==> src/sv/ppid_div.sv <==
// Restoring divider, one quotient bit per cycle: floor(num / den), unsigned.
`timescale 1ns / 1ps
module ppid_div (
  input  logic        clk,
  input  logic        rst,
  input  logic        start,
  input  logic [46:0] num,
  input  logic [30:0] den,
  output logic        done,
  output logic [46:0] quo
);

  logic [5:0]  cnt;
  logic        busy;
  logic [31:0] rem;
  logic [32:0] trial;

  assign trial = {rem, quo[46]} - {2'b0, den};

  // Shift numerator bits through the remainder
  always_ff @(posedge clk) begin
    if (rst) begin
      busy <= 1'b0;
      done <= 1'b0;
      cnt  <= '0;
    end else begin
      done <= 1'b0;
      if (start) begin
        busy <= 1'b1;
        cnt  <= 6'd0;
      end else if (busy) begin
        cnt <= cnt + 6'd1;
        if (cnt == 6'd46) begin
          busy <= 1'b0;
          done <= 1'b1;
        end
      end
    end
  end

  always_ff @(posedge clk) begin
    if (start) begin
      rem <= '0;
      quo <= num;
    end else if (busy) begin
      if (!trial[32]) begin
        rem <= trial[31:0];
        quo <= {quo[45:0], 1'b1};
      end else begin
        rem <= {rem[30:0], quo[46]};
        quo <= {quo[45:0], 1'b0};
      end
    end
  end

endmodule

==> config.mk <==
export PLATFORM = sky130hd
export DESIGN_NAME = ppid_div
export DESIGN_NICKNAME = d
export VERILOG_FILES = /design/src/sv/ppid_div.sv
export SDC_FILE = /design/constraint.sdc
export NUM_CORES = 1
export LEC_CHECK = 0
export BUFFER_PORTS_ARGS = -buffer_cell sky130_fd_sc_hd__buf_2
export CAP_MARGIN = 20
export CORE_UTILIZATION = 28
export DETAILED_ROUTE_END_ITERATION = 7
export PLACE_DENSITY_LB_ADDON = 0.3
export SLEW_MARGIN = 25
export SYNTH_ARGS = -nofsm -noshare
export SYNTH_HDL_FRONTEND = slang
export SYNTH_SLANG_ARGS = --single-unit
==> constraint.sdc <==
create_clock -name clk -period 3.13 [get_ports clk]
set_clock_uncertainty 0.2 [all_clocks]
set_input_delay 0.4695 -clock clk [delete_from_list [all_inputs] [get_ports clk]]
set_output_delay 0.4695 -clock clk [all_outputs]
set_load 0.02 [all_outputs]
=== After elaboration in Yosys (flattened, before gate mapping) ===
Cells that the tools add are included.
W data, S select, Z words.

* Multipliers: 0
* $add $sub $neg: 2
* $lt $le $gt $ge: 0
* Bitwise gates (word level): 1
* Multiplexer cells: 8
* Reduce and logical (&&, ||, !) cells: 3
* Divide/modulo/power cells: 0
* Equal/unequal tests: 1
* Shift operators: 0

{| class="wikitable"
|+ Operators by type and width
! kind !! number
|-
| $mux W47 || 2
|-
| $sub A33 B31 Y33 || 1
|-
| $mux W32 || 1
|-
| $add A6 B1 Y6 const B || 1
|-
| $eq A6 B6 Y1 const B || 1
|-
| $mux W1 || 5
|-
| $reduce_or A3 Y1 || 1
|-
| $reduce_bool A2 Y1 || 1
|-
| $reduce_or A2 Y1 || 1
|-
| $not A1 Y1 || 1
|}

* Memories: 0
* Input bits: 81
* Bits in latches: 0
* Register bits after elaboration: 87
* Bits in writable memories: 0
* Logic and storage cells: 20
* Memory bits (read-only): 0

=== Longest topological paths before layout ===
Gate-level depths: netlist of run 1.

* Depth in word-level cells: 4
* Depth in mapped cells: 15
* Depth with buffers taken out: 12

=== Worst setup path after synthesis of run 1 ===
No wires, ideal clock.

* Path kind: reg2reg
* From: register quo[46]
* To: register rem[16]
* Required time: 2.842 ns
* Cell stages (with the launch flop): 14
* Setup slack: -0.054 ns
* Arrival: 2.896 ns
* Library setup time: 0.088 ns
* Clock period less this slack: 3.184 ns
* Cells stage by stage: edfxtp_1 inv_1 ha_1 fa_1 nand2b_1 a21o_1 a21oi_2 nand4_2 a21boi_2 or4_4 buf_6 nand2_2 or3_1 a311oi_2

* Longest elaborated chain between the ends: 2

{| class="wikitable"
|+ RTL lines
! item !! line !! source
|-
| from (decl) || 10 || <nowiki>output logic [46:0] quo</nowiki>
|-
| from (signal assigned) || 44 || <nowiki>quo <= num;</nowiki>
|-
| from (signal assigned) || 48 || <nowiki>quo <= {quo[45:0], 1'b1};</nowiki>
|-
| from (signal assigned) || 51 || <nowiki>quo <= {quo[45:0], 1'b0};</nowiki>
|-
| $sub A33 B31 Y33 || 18 || <nowiki>assign trial = {rem, quo[46]} - {2'b0, den};</nowiki>
|-
| $mux W32 || 46 || <nowiki>if (!trial[32]) begin</nowiki>
|-
| to (signal assigned) || 47 || <nowiki>rem <= trial[31:0];</nowiki>
|-
| to (signal assigned) || 50 || <nowiki>rem <= {rem[30:0], quo[46]};</nowiki>
|-
| to (decl) || 15 || <nowiki>logic [31:0] rem;</nowiki>
|}

No other way between the ends.
A chain may end at the register's enable or synchronous reset.

=== Final worst setup path of run 1 ===
* From: register quo[46]
* To: register rem[17]

Same word-level chain as after synthesis.

==> results.py, run 1 <==
metrics = {
    "run_status": {
        "run_status": "completed",
    },
    "place": {
        "gp_congestion": 0.8068,
        "place_area_um2": 7014,
        "portBuffers": 128,
        "dp_hpwl_um": 11710,
        "dpl_worst_slack_ns": -0.1374,
    },
    "yosys": {
        "netlist_top_cells_area": "edfxtp_1, dfxtp_1, mux2_2, ha_1, nand2_1",
        "netlist_area_um2": 5680,
        "syn_inst": 587,
        "postSynthAreaPerCell_um2": 9.677,
        "synthFlopType": "edfxtp_1",
        "synth_edf_count": 47,
        "yosys.area.top_type_share_pct": 24.85,
        "yosysTopAreaCell": "edfxtp_1",
        "ys_seq_elements": 87,
        "netlist-cell-type-count": 63,
        "synthArstFlopShare_pct": 0,
        "synth.net_count": 702,
        "ys_warn_count": 0,
        "yosysSeqAreaShare_pct": 38.94,
    },
    "timing": {
        "worst_pin_slew_ns": 0.6720,
        "max-slew-margin-rel_pct": 54.83,
        "finalCritPeriodShare_pct": 95.98,
        "tns_ns": 0,
        "hold_violations": 0,
        "setup_viol": 0,
        "fmax_mhz": 332.9,
        "period_needed_ns": 3.004,
        "slew_viol_final": 0,
        "fin_ws_ns": 0.1257,
        "rsz0062_at_grt": "yes",
    },
    "floorplan": {
        "die_area_um2": 20860,
        "core_um2": 19650,
        "io_pins": 129,
        "start_util_pct": 28.90,
        "die_y_um": 144.4,
        "row_count": 51,
        "die_w_um": 144.4,
    },
    "cells_and_area": {
        "syn2layout_area_growth_pct": 32.40,
        "nNetsFinal": 882,
        "most-common-layout-cells": "buf_2, nand2_1, buf_4",
        "drive_gt1_share_pct": 39.04,
        "multi_input_area_um2": 3266,
        "final_common_cell": "buf_2",
        "fin_area_um2": 7521,
        "seq_area_um2": 2213,
        "fillers": 2034,
        "diodes": 0,
    },
    "clock_network": {
        "cts-root-buf": "clkbuf_16",
        "htree_levels": 3,
        "clock_latency_ns": 0.35,
        "clockBufferDepth": 2,
        "cts-buffers-inserted": 9,
        "cts.sinks": 87,
        "cts_hold_buf": 0,
        "clk_pin_slew_ns": 0.07,
        "cts_tree": "yes",
    },
    "min_path": {
        "whs_path_depth": 2,
        "hold_end": "busy",
        "hold_start": "rst",
        "hold_path_class": "input port to register",
    },
    "detailed_routing": {
        "drt-total-wl_um": 15780,
        "antenna_left": 0,
        "drtPass1Iterations": 4,
        "detail_route.iter0.violations": 334,
        "route.detailed.drc": 0,
        "via_count": 4981,
        "post_drt_wl_per_cell_um": 15.23,
        "vias_per_cell": 4.808,
    },
    "global_routing": {
        "grt_start_max_net_pins": 48,
        "grt_use_total_pct": 15.01,
        "grt_pass1_wl_um": 24160,
        "grt_pass1_vias": 4793,
        "antenna_found_initial": 0,
        "grt_overflow": 0,
    },
    "pwr": {
        "max-vdd-ir-drop_v": 0.0001908,
        "p_leak_nw": 3.203,
        "power_density_nw_per_um2": 535.5,
    },
    "flow_run": {
        "cap_violations": 0,
    },
    "worst_setup_path": {
        "arrival_ns": 3.03,
        "r2r_end": "rem[17]",
        "crit_path_start_kind": "register",
        "rrSetupSlack_ns": 0.13,
        "critPathKind": "register to register",
        "crit_path_end_kind": "register",
        "regToRegStartpoint": "quo[46]",
        "rr_worst_depth": 14,
        "cp.required_ns": 3.16,
        "crit_fanout": 7,
    },
}
==> through the flow <==
step | utilization, % | hold slack (ns) | power [W] | instances
CTS | 37.43 | 0.05542 | 0.003968 | 1029
floorplan | - | 0.2581 | 0.002263 | 587
finish | 38.27 | 0.06888 | 0.004027 | 1036
global placement | 35.69 | 0.2744 | 0.002688 | 1014
detailed placement | 35.69 | 0.2810 | 0.002690 | 1014
global route | 38.27 | 0.06799 | 0.004237 | 1036
==> kinds of logic after synthesis <==
kind of cell	count (synthesis)	synth area share, %
and+or+nand+nor	180	14.41
AOI/OAI and AO/OA	146	20.51
DFF	87	38.94
buffers and inverters	65	4.890
muxes	48	9.471
adders and majority gates	34	7.621
xor gates and xnor gates	27	4.163
==> how the worst max path moves through the flow <==
stage / start / end / slack [ns] / cells past startpoint
global route: quo[46] / rem[17] / -0.1 / 14
global placement: den[0] / rem[20] / -0.1 / 13
CTS: quo[46] / rem[2] / 0.05 / 13
floorplan: quo[46] / rem[16] / 0.02 / 13
detailed placement: den[0] / rem[16] / -0.14 / 12
finish: quo[46] / rem[17] / 0.13 / 14
==> state kept, by name, indices dropped and copies added (netlist names) <==
name / cells
done: 1
quo: 47
busy: 1
rem: 32
cnt: 6
==> cell usage after synthesis, drive strengths merged (3+ instances only) <==
| cell type | n |
|---|---|
| nand3 | 11 |
| o21bai | 3 |
| a21boi | 3 |
| mux2 | 46 |
| dfxtp | 40 |
| nand2b | 4 |
| nor3 | 7 |
| nand2 | 74 |
| and3 | 3 |
| nor2 | 55 |
| o211ai | 9 |
| a21o | 8 |
| nand4 | 10 |
| a311oi | 24 |
| inv | 37 |
| ha | 33 |
| edfxtp | 47 |
| a21oi | 41 |
| clkbuf | 19 |
| a211oi | 6 |
| a211o | 3 |
| xor2 | 11 |
| o21ai | 23 |
| nor2b | 5 |
| buf | 8 |
| or3 | 3 |
| xnor2 | 16 |
| o21a | 10 |
==> layer usage <==
metal  vias up  global-route usage (%)  part of all wire [%]
li1       2507                       -                     -
met4         0                   6.814                   2.1
met1      2365                   19.84                    47
met3        21                   2.053                   2.7
met5         -                       0                     0
met2        88                   24.19                    48
==> worst max-delay path, cell delays in order (launching register included) <==
cell and delay, ns:
edfxtp_1 0.36, inv_2 0.06, ha_4 0.16, fa_2 0.33
nand2b_4 0.15, a21o_1 0.18, a21oi_2 0.17, nand4_2 0.17
a21boi_4 0.21, buf_6 0.12, o31a_1 0.21, nor2_4 0.09
buf_6 0.18, o211ai_1 0.19, a21oi_1 0.09
==> what timing repair did <==
action                                  in CTS  in global routing
endpoints found under the setup margin       0                 32
resized for setup                            0                 19
setup buffers                                0                  3
==> final cells by class <==
type | count | share of cell area [%]
flip-flops and latches | 87 | 29.43
inverters | 38 | 1.897
clock buffers | 9 | 2.995
multi-input cells | 435 | 43.42
repair buffers | 196 | 16.30
well taps | 265 | 4.409
clock inverters | 6 | 1.547
==> where the power goes <==
group | switching, W | internal, W
clock | 0.000484 | 0.000783
sequential | 0.0000766 | 0.00133
combinational | 0.000735 | 0.000613
Power figures use the tool's default switching activity.
==> run 2: changes to the inputs <==
MAX_ROUTING_LAYER = met4   (was not set)
==> results.py, run 2 (same netlist as run 1, synthesis figures left out) <==
metrics = {
    "timing": {
        "fmax_mhz": 332.5,
        "worst_pin_slew_ns": 0.6682,
        "finalCritPeriodShare_pct": 96.10,
        "period_needed_ns": 3.008,
        "setup_viol": 0,
        "rsz0062_at_grt": "yes",
        "slew_viol_final": 0,
        "max-slew-margin-rel_pct": 55.08,
        "hold_violations": 0,
    },
    "pwr": {
        "max-vdd-ir-drop_v": 0.0001902,
        "power_density_nw_per_um2": 535.7,
        "power.total_w": 0.004029,
        "p_comb_share_pct": 33.5,
        "p_clk_share_pct": 31.5,
        "internal_power_w": 0.002731,
        "netSwitchingPower_w": 0.001298,
        "swShare_pct": 32.21,
        "seq_power_share_pct": 35.0,
        "p_leak_nw": 3.203,
    },
    "run_status": {
        "run_status": "completed",
    },
    "worst_setup_path": {
        "cp.required_ns": 3.16,
        "crit_path_start_kind": "register",
        "critPathKind": "register to register",
        "crit_path_end_kind": "register",
        "crit_fanout": 7,
        "regToRegStartpoint": "quo[46]",
        "arrival_ns": 3.04,
        "rrSetupSlack_ns": 0.12,
        "r2r_end": "rem[17]",
        "rr_worst_depth": 14,
    },
    "global_routing": {
        "grt_pass1_wl_um": 24140,
        "grt_overflow": 0,
        "antenna_found_initial": 0,
        "grt_start_max_net_pins": 48,
        "grt_pass1_vias": 4785,
        "grt_use_total_pct": 15.46,
    },
    "detailed_routing": {
        "vias_per_cell": 4.812,
        "drtPass1Iterations": 4,
        "detail_route.iter0.violations": 330,
        "drt-total-wl_um": 15800,
        "route.detailed.drc": 0,
        "post_drt_wl_per_cell_um": 15.25,
        "antenna_left": 0,
        "via_count": 4985,
    },
    "cells_and_area": {
        "drive_gt1_share_pct": 39.04,
        "final_common_cell": "buf_2",
        "top_regs": "quo: 47 flops, rem: 32 flops, cnt: 6 flops",
        "post-route-util_pct": 38.27,
        "largest_reg_flops": 47,
        "top_register": "quo",
        "nNetsFinal": 882,
        "fillers": 2034,
        "syn2layout_area_growth_pct": 32.40,
        "most-common-layout-cells": "buf_2, nand2_1, buf_4",
        "fin_area_um2": 7521,
        "diodes": 0,
    },
    "floorplan": {
        "row_count": 51,
        "die_area_um2": 20860,
        "core_um2": 19650,
        "die_w_um": 144.4,
        "die_y_um": 144.4,
        "start_util_pct": 28.90,
        "io_pins": 129,
    },
    "min_path": {
        "hold_start": "rst",
        "whs_path_depth": 2,
        "hold_end": "busy",
        "hold_path_class": "input port to register",
    },
    "clock_network": {
        "cts.sinks": 87,
        "cts-buffers-inserted": 9,
        "cts_hold_buf": 0,
        "clock_latency_ns": 0.36,
        "htree_levels": 3,
        "clk_pin_slew_ns": 0.07,
        "clockBufferDepth": 2,
        "cts-root-buf": "clkbuf_16",
        "cts_tree": "yes",
    },
    "place": {
        "dp_hpwl_um": 11710,
        "gp_congestion": 0.8185,
        "portBuffers": 128,
        "place_area_um2": 7014,
    },
    "flow_run": {
        "cap_violations": 0,
    },
}
-- run 2: cell counts in the layout (fill, tap and decap cells not counted) --
Identical to the previous run, type by type.
-- run 2: how the worst max path moves through the flow --
stage	endpoint	from	slack, ns
after detailed placement	rem[16]	den[0]	-0.14
after global routing	rem[17]	quo[46]	-0.1
final	rem[17]	quo[46]	0.12
after global placement	rem[20]	den[0]	-0.1
after CTS	rem[2]	quo[46]	0.05
after floorplan	rem[16]	quo[46]	0.02
-- run 2: final cells by class --
type	count	area, um2	share of cell area [%]
multi-input cells	435	3266	43.42
clock inverters	6	116.4	1.547
flip-flops and latches	87	2213	29.43
repair buffers	196	1226	16.30
well taps	265	331.6	4.409
inverters	38	142.6	1.897
clock buffers	9	225.2	2.995
-- run 2: stage by stage --
| stage | TNS (ns) | hold slack [ns] | std cells | setup slack [ns] |
|---|---|---|---|---|
| 2_1_floorplan | 0 | 0.2581 | 587 | 0.02346 |
| 3_3_place_gp | -1.169 | 0.2744 | 1014 | -0.09662 |
| 3_5_place_dp | -2.636 | 0.2810 | 1014 | -0.1374 |
| 4_1_cts | 0 | 0.05542 | 1029 | 0.04610 |
| 5_1_grt | -0.5360 | 0.06804 | 1036 | -0.09899 |
| 6_report | 0 | 0.06917 | 1036 | 0.1221 |
-- run 2: layer usage --
layer	part of all wire, %	up-vias	track usage, %
li1	-	2501	-
met1	47	2362	19.84
met2	48	96	24.22
met3	2.7	26	2.053
met4	2.3	0	6.814
met5	0	-	-
-- run 2: critical path, cell delays in order, from the launching register on --
cell      delay [ns]
edfxtp_1        0.36
inv_2           0.06
ha_4            0.16
fa_2            0.33
nand2b_4        0.15
a21o_1          0.18
a21oi_2         0.17
nand4_2         0.17
a21boi_4        0.21
buf_6           0.12
o31a_1          0.22
nor2_4          0.09
buf_6           0.18
o211ai_1        0.19
a21oi_1         0.09
-- run 2: repair_timing --
item	4_1_cts	5_1_grt
hold endpoints to repair	0	0
endpoints found under the setup margin	0	32
buffers inserted	0	3
resized for setup	0	19
-- run 2: power groups by stage --
stage	logic, W	clock network (W)	registers, W
finish	0.00135	0.00127	0.00141
global route	0.00147	0.00134	0.00143
CTS	0.00126	0.00130	0.00141
detailed placement	0.00126	0	0.00143
global placement	0.00126	0	0.00143
floorplan	0.000759	0	0.00150
==> run 3: changes to the inputs <==
ABC_AREA = 1   (was not set)
SKIP_LAST_GASP = 1   (was not set)
TNS_END_PERCENT = 20   (was not set)
==> results.py, run 3 <==
metrics = {
    "run_status": {
        "run_status": "completed",
    },
    "cells_and_area": {
        "largest_reg_flops": 47,
        "drive_gt1_share_pct": 14.62,
        "top_register": "quo",
        "post-route-util_pct": 34.38,
        "fin_cells": 1517,
        "syn2layout_area_growth_pct": 19.28,
        "top_regs": "quo: 47 flops, rem: 32 flops, cnt: 6 flops",
        "most-common-layout-cells": "nand2_1, inv_1, buf_2",
        "fin_area_um2": 7879,
        "diodes": 0,
        "final_common_cell": "nand2_1",
        "nNetsFinal": 1314,
        "fillers": 2592,
    },
    "timing": {
        "max-slew-margin-rel_pct": 47.09,
        "worst_pin_slew_ns": 0.7925,
        "finalCritPeriodShare_pct": 86.83,
        "tns_ns": 0,
        "rsz0062_at_grt": "no",
        "fmax_mhz": 368.0,
        "setup_viol": 0,
        "slew_viol_final": 0,
        "hold_violations": 0,
        "period_needed_ns": 2.718,
    },
    "global_routing": {
        "grt_start_max_net_pins": 49,
        "antenna_found_initial": 0,
        "grt_use_total_pct": 16.20,
        "grt_pass1_vias": 6093,
        "grt_pass1_wl_um": 29930,
        "grt_overflow": 0,
    },
    "pwr": {
        "max-vdd-ir-drop_v": 0.0002020,
        "power.total_w": 0.003753,
        "p_leak_nw": 4.557,
        "power_density_nw_per_um2": 476.3,
    },
    "yosys": {
        "synth_common_cells": "nand2_1, inv_1, nand3_1",
        "ys_warn_count": 0,
        "synthFlopType": "edfxtp_1",
        "yosysSeqAreaShare_pct": 33.49,
        "post-synth-top-count-cell": "nand2_1",
        "netlist_top_cells_area": "nand2_1, edfxtp_1, inv_1, dfxtp_1, ha_1",
        "synthArstFlopShare_pct": 0,
        "synth_edf_count": 47,
        "ys_seq_elements": 87,
        "netlist_area_um2": 6605,
        "yosys.area.top_type_share_pct": 29.38,
        "yosysTopAreaCell": "nand2_1",
        "netlist-cell-type-count": 36,
        "postSynthAreaPerCell_um2": 6.150,
        "synth.net_count": 1189,
        "syn_inst": 1074,
    },
    "floorplan": {
        "core_um2": 22920,
        "io_pins": 129,
        "start_util_pct": 28.82,
        "die_y_um": 155.6,
        "row_count": 55,
        "die_w_um": 155.6,
        "die_area_um2": 24210,
    },
    "clock_network": {
        "clock_latency_ns": 0.36,
        "cts.sinks": 87,
        "cts_setup_buffers": 0,
        "cts_resized": 0,
        "cts_tree": "yes",
        "clk_pin_slew_ns": 0.07,
        "cts-buffers-inserted": 9,
        "htree_levels": 3,
        "cts_hold_buf": 0,
        "clockBufferDepth": 2,
        "cts-root-buf": "clkbuf_16",
    },
    "worst_setup_path": {
        "crit_path_start_kind": "register",
        "path_delay_family": "simple AND/OR/NAND/NOR gates",
        "startpoint": "quo[46]",
        "path_common_cell": "nand2_1",
        "crit_path_end_kind": "register",
        "cp.buffers_inverters": 3,
        "critPathMaxStageDelay_ns": 0.40,
        "critPathKind": "register to register",
        "regToRegStartpoint": "quo[46]",
        "cp.required_ns": 3.18,
        "cpMaxStageDelayCell": "fa_1",
        "worstPathCellList": "inv_1 -> ha_1 -> fa_1 -> inv_1 -> nand2_1 -> nand2_1 -> nand3_1 -> nand2_2 -> nand2_1 -> nand2_2 -> nand2_4 -> nand2_2 -> nand2_1 -> nand2_4 -> buf_4 -> nand2_1 -> nand3_1 -> nand2_1",
        "arrival_ns": 2.77,
        "crit_fanout": 13,
    },
    "place": {
        "dp_hpwl_um": 14440,
        "place_inst": 1501,
        "portBuffers": 128,
        "gp_congestion": 0.9279,
        "place_area_um2": 7592,
    },
    "flow_run": {
        "cap_violations": 0,
    },
    "detailed_routing": {
        "vias_per_cell": 4.201,
        "drtPass1Iterations": 4,
        "route.detailed.drc": 0,
        "detail_route.iter0.violations": 342,
        "drt-total-wl_um": 18400,
        "via_count": 6373,
        "antenna_left": 0,
        "post_drt_wl_per_cell_um": 12.13,
    },
    "min_path": {
        "hold_path_class": "input port to register",
        "hold_start": "num[45]",
    },
}
-- run 3: cell count changes after synthesis, moves of 9 or more --
cell,delta
nand2_1,+444
inv_1,+186
mux2_2,-46
nand3_1,+46
a21oi_1,-17
a311oi_2,-16
nor2_1,-14
o21a_1,-10
o211ai_1,-9
o21ai_0,-9
xor2_1,-9
-- run 3: metrics by stage --
stage | hold slack (ns) | setup WS (ns)
finish | 0.1789 | 0.4123
global route | 0.1791 | 0.1411
CTS | 0.1662 | 0.3710
detailed placement | 0.2519 | 0.2416
global placement | 0.2495 | 0.3015
floorplan | 0.2390 | 0.5352
-- run 3: worst paths after layout --
check	to	slack (ns)	depth (start not counted)
setup reg to reg	rem[19]	0.41	18
hold reg to reg	cnt[5]	0.26	2
hold / removal	quo[45]	0.18	3
setup / recovery	rem[19]	0.41	18
-- run 3: kinds of logic after synthesis --
kind of cell,Yosys count,share of synthesized area (%)
simple gates,659,40.61
buf+inv,245,14.66
flops,87,33.49
compound gates,34,2.690
fa+ha+maj,34,6.554
xor+xnor,15,1.989
-- run 3: worst register-to-register path, stage by stage (launching register included) --
cell	delay, ns
edfxtp_1	0.37
inv_1	0.07
ha_1	0.20
fa_1	0.40
inv_1	0.09
nand2_1	0.05
nand2_1	0.10
nand3_1	0.09
nand2_2	0.10
nand2_1	0.06
nand2_2	0.09
nand2_4	0.06
nand2_2	0.08
nand2_1	0.09
nand2_4	0.19
buf_4	0.19
nand2_1	0.05
nand3_1	0.07
nand2_1	0.05
-- run 3: where the power goes --
part           total [W]  leakage [nW]  switching (W)  internal (W)
registers        0.00141         0.807      0.0000768       0.00133
logic            0.00124          3.61       0.000815      0.000429
clock network    0.00110         0.137       0.000541      0.000557
total            0.00375          4.56        0.00143       0.00232
-- run 3: cell type report --
class                   count  area, um2  area share, %
clock buffers               9      225.2          2.859
flip-flops and latches     87       2212          28.08
inverters                 224      840.8          10.67
multi-input cells         742       3430          43.53
well taps                 313      391.6          4.971
clock inverters             7      61.31         0.7781
repair buffers            135      718.2          9.115
-- run 3: metal layers --
metal  global-route usage (%)  wire length, um  vias up
met5                        -                0        -
met4                    6.069              408        0
met3                    1.833              427       25
met2                    25.71             8489       89
met1                    21.18             9072     2818
li1                         -                -     3441
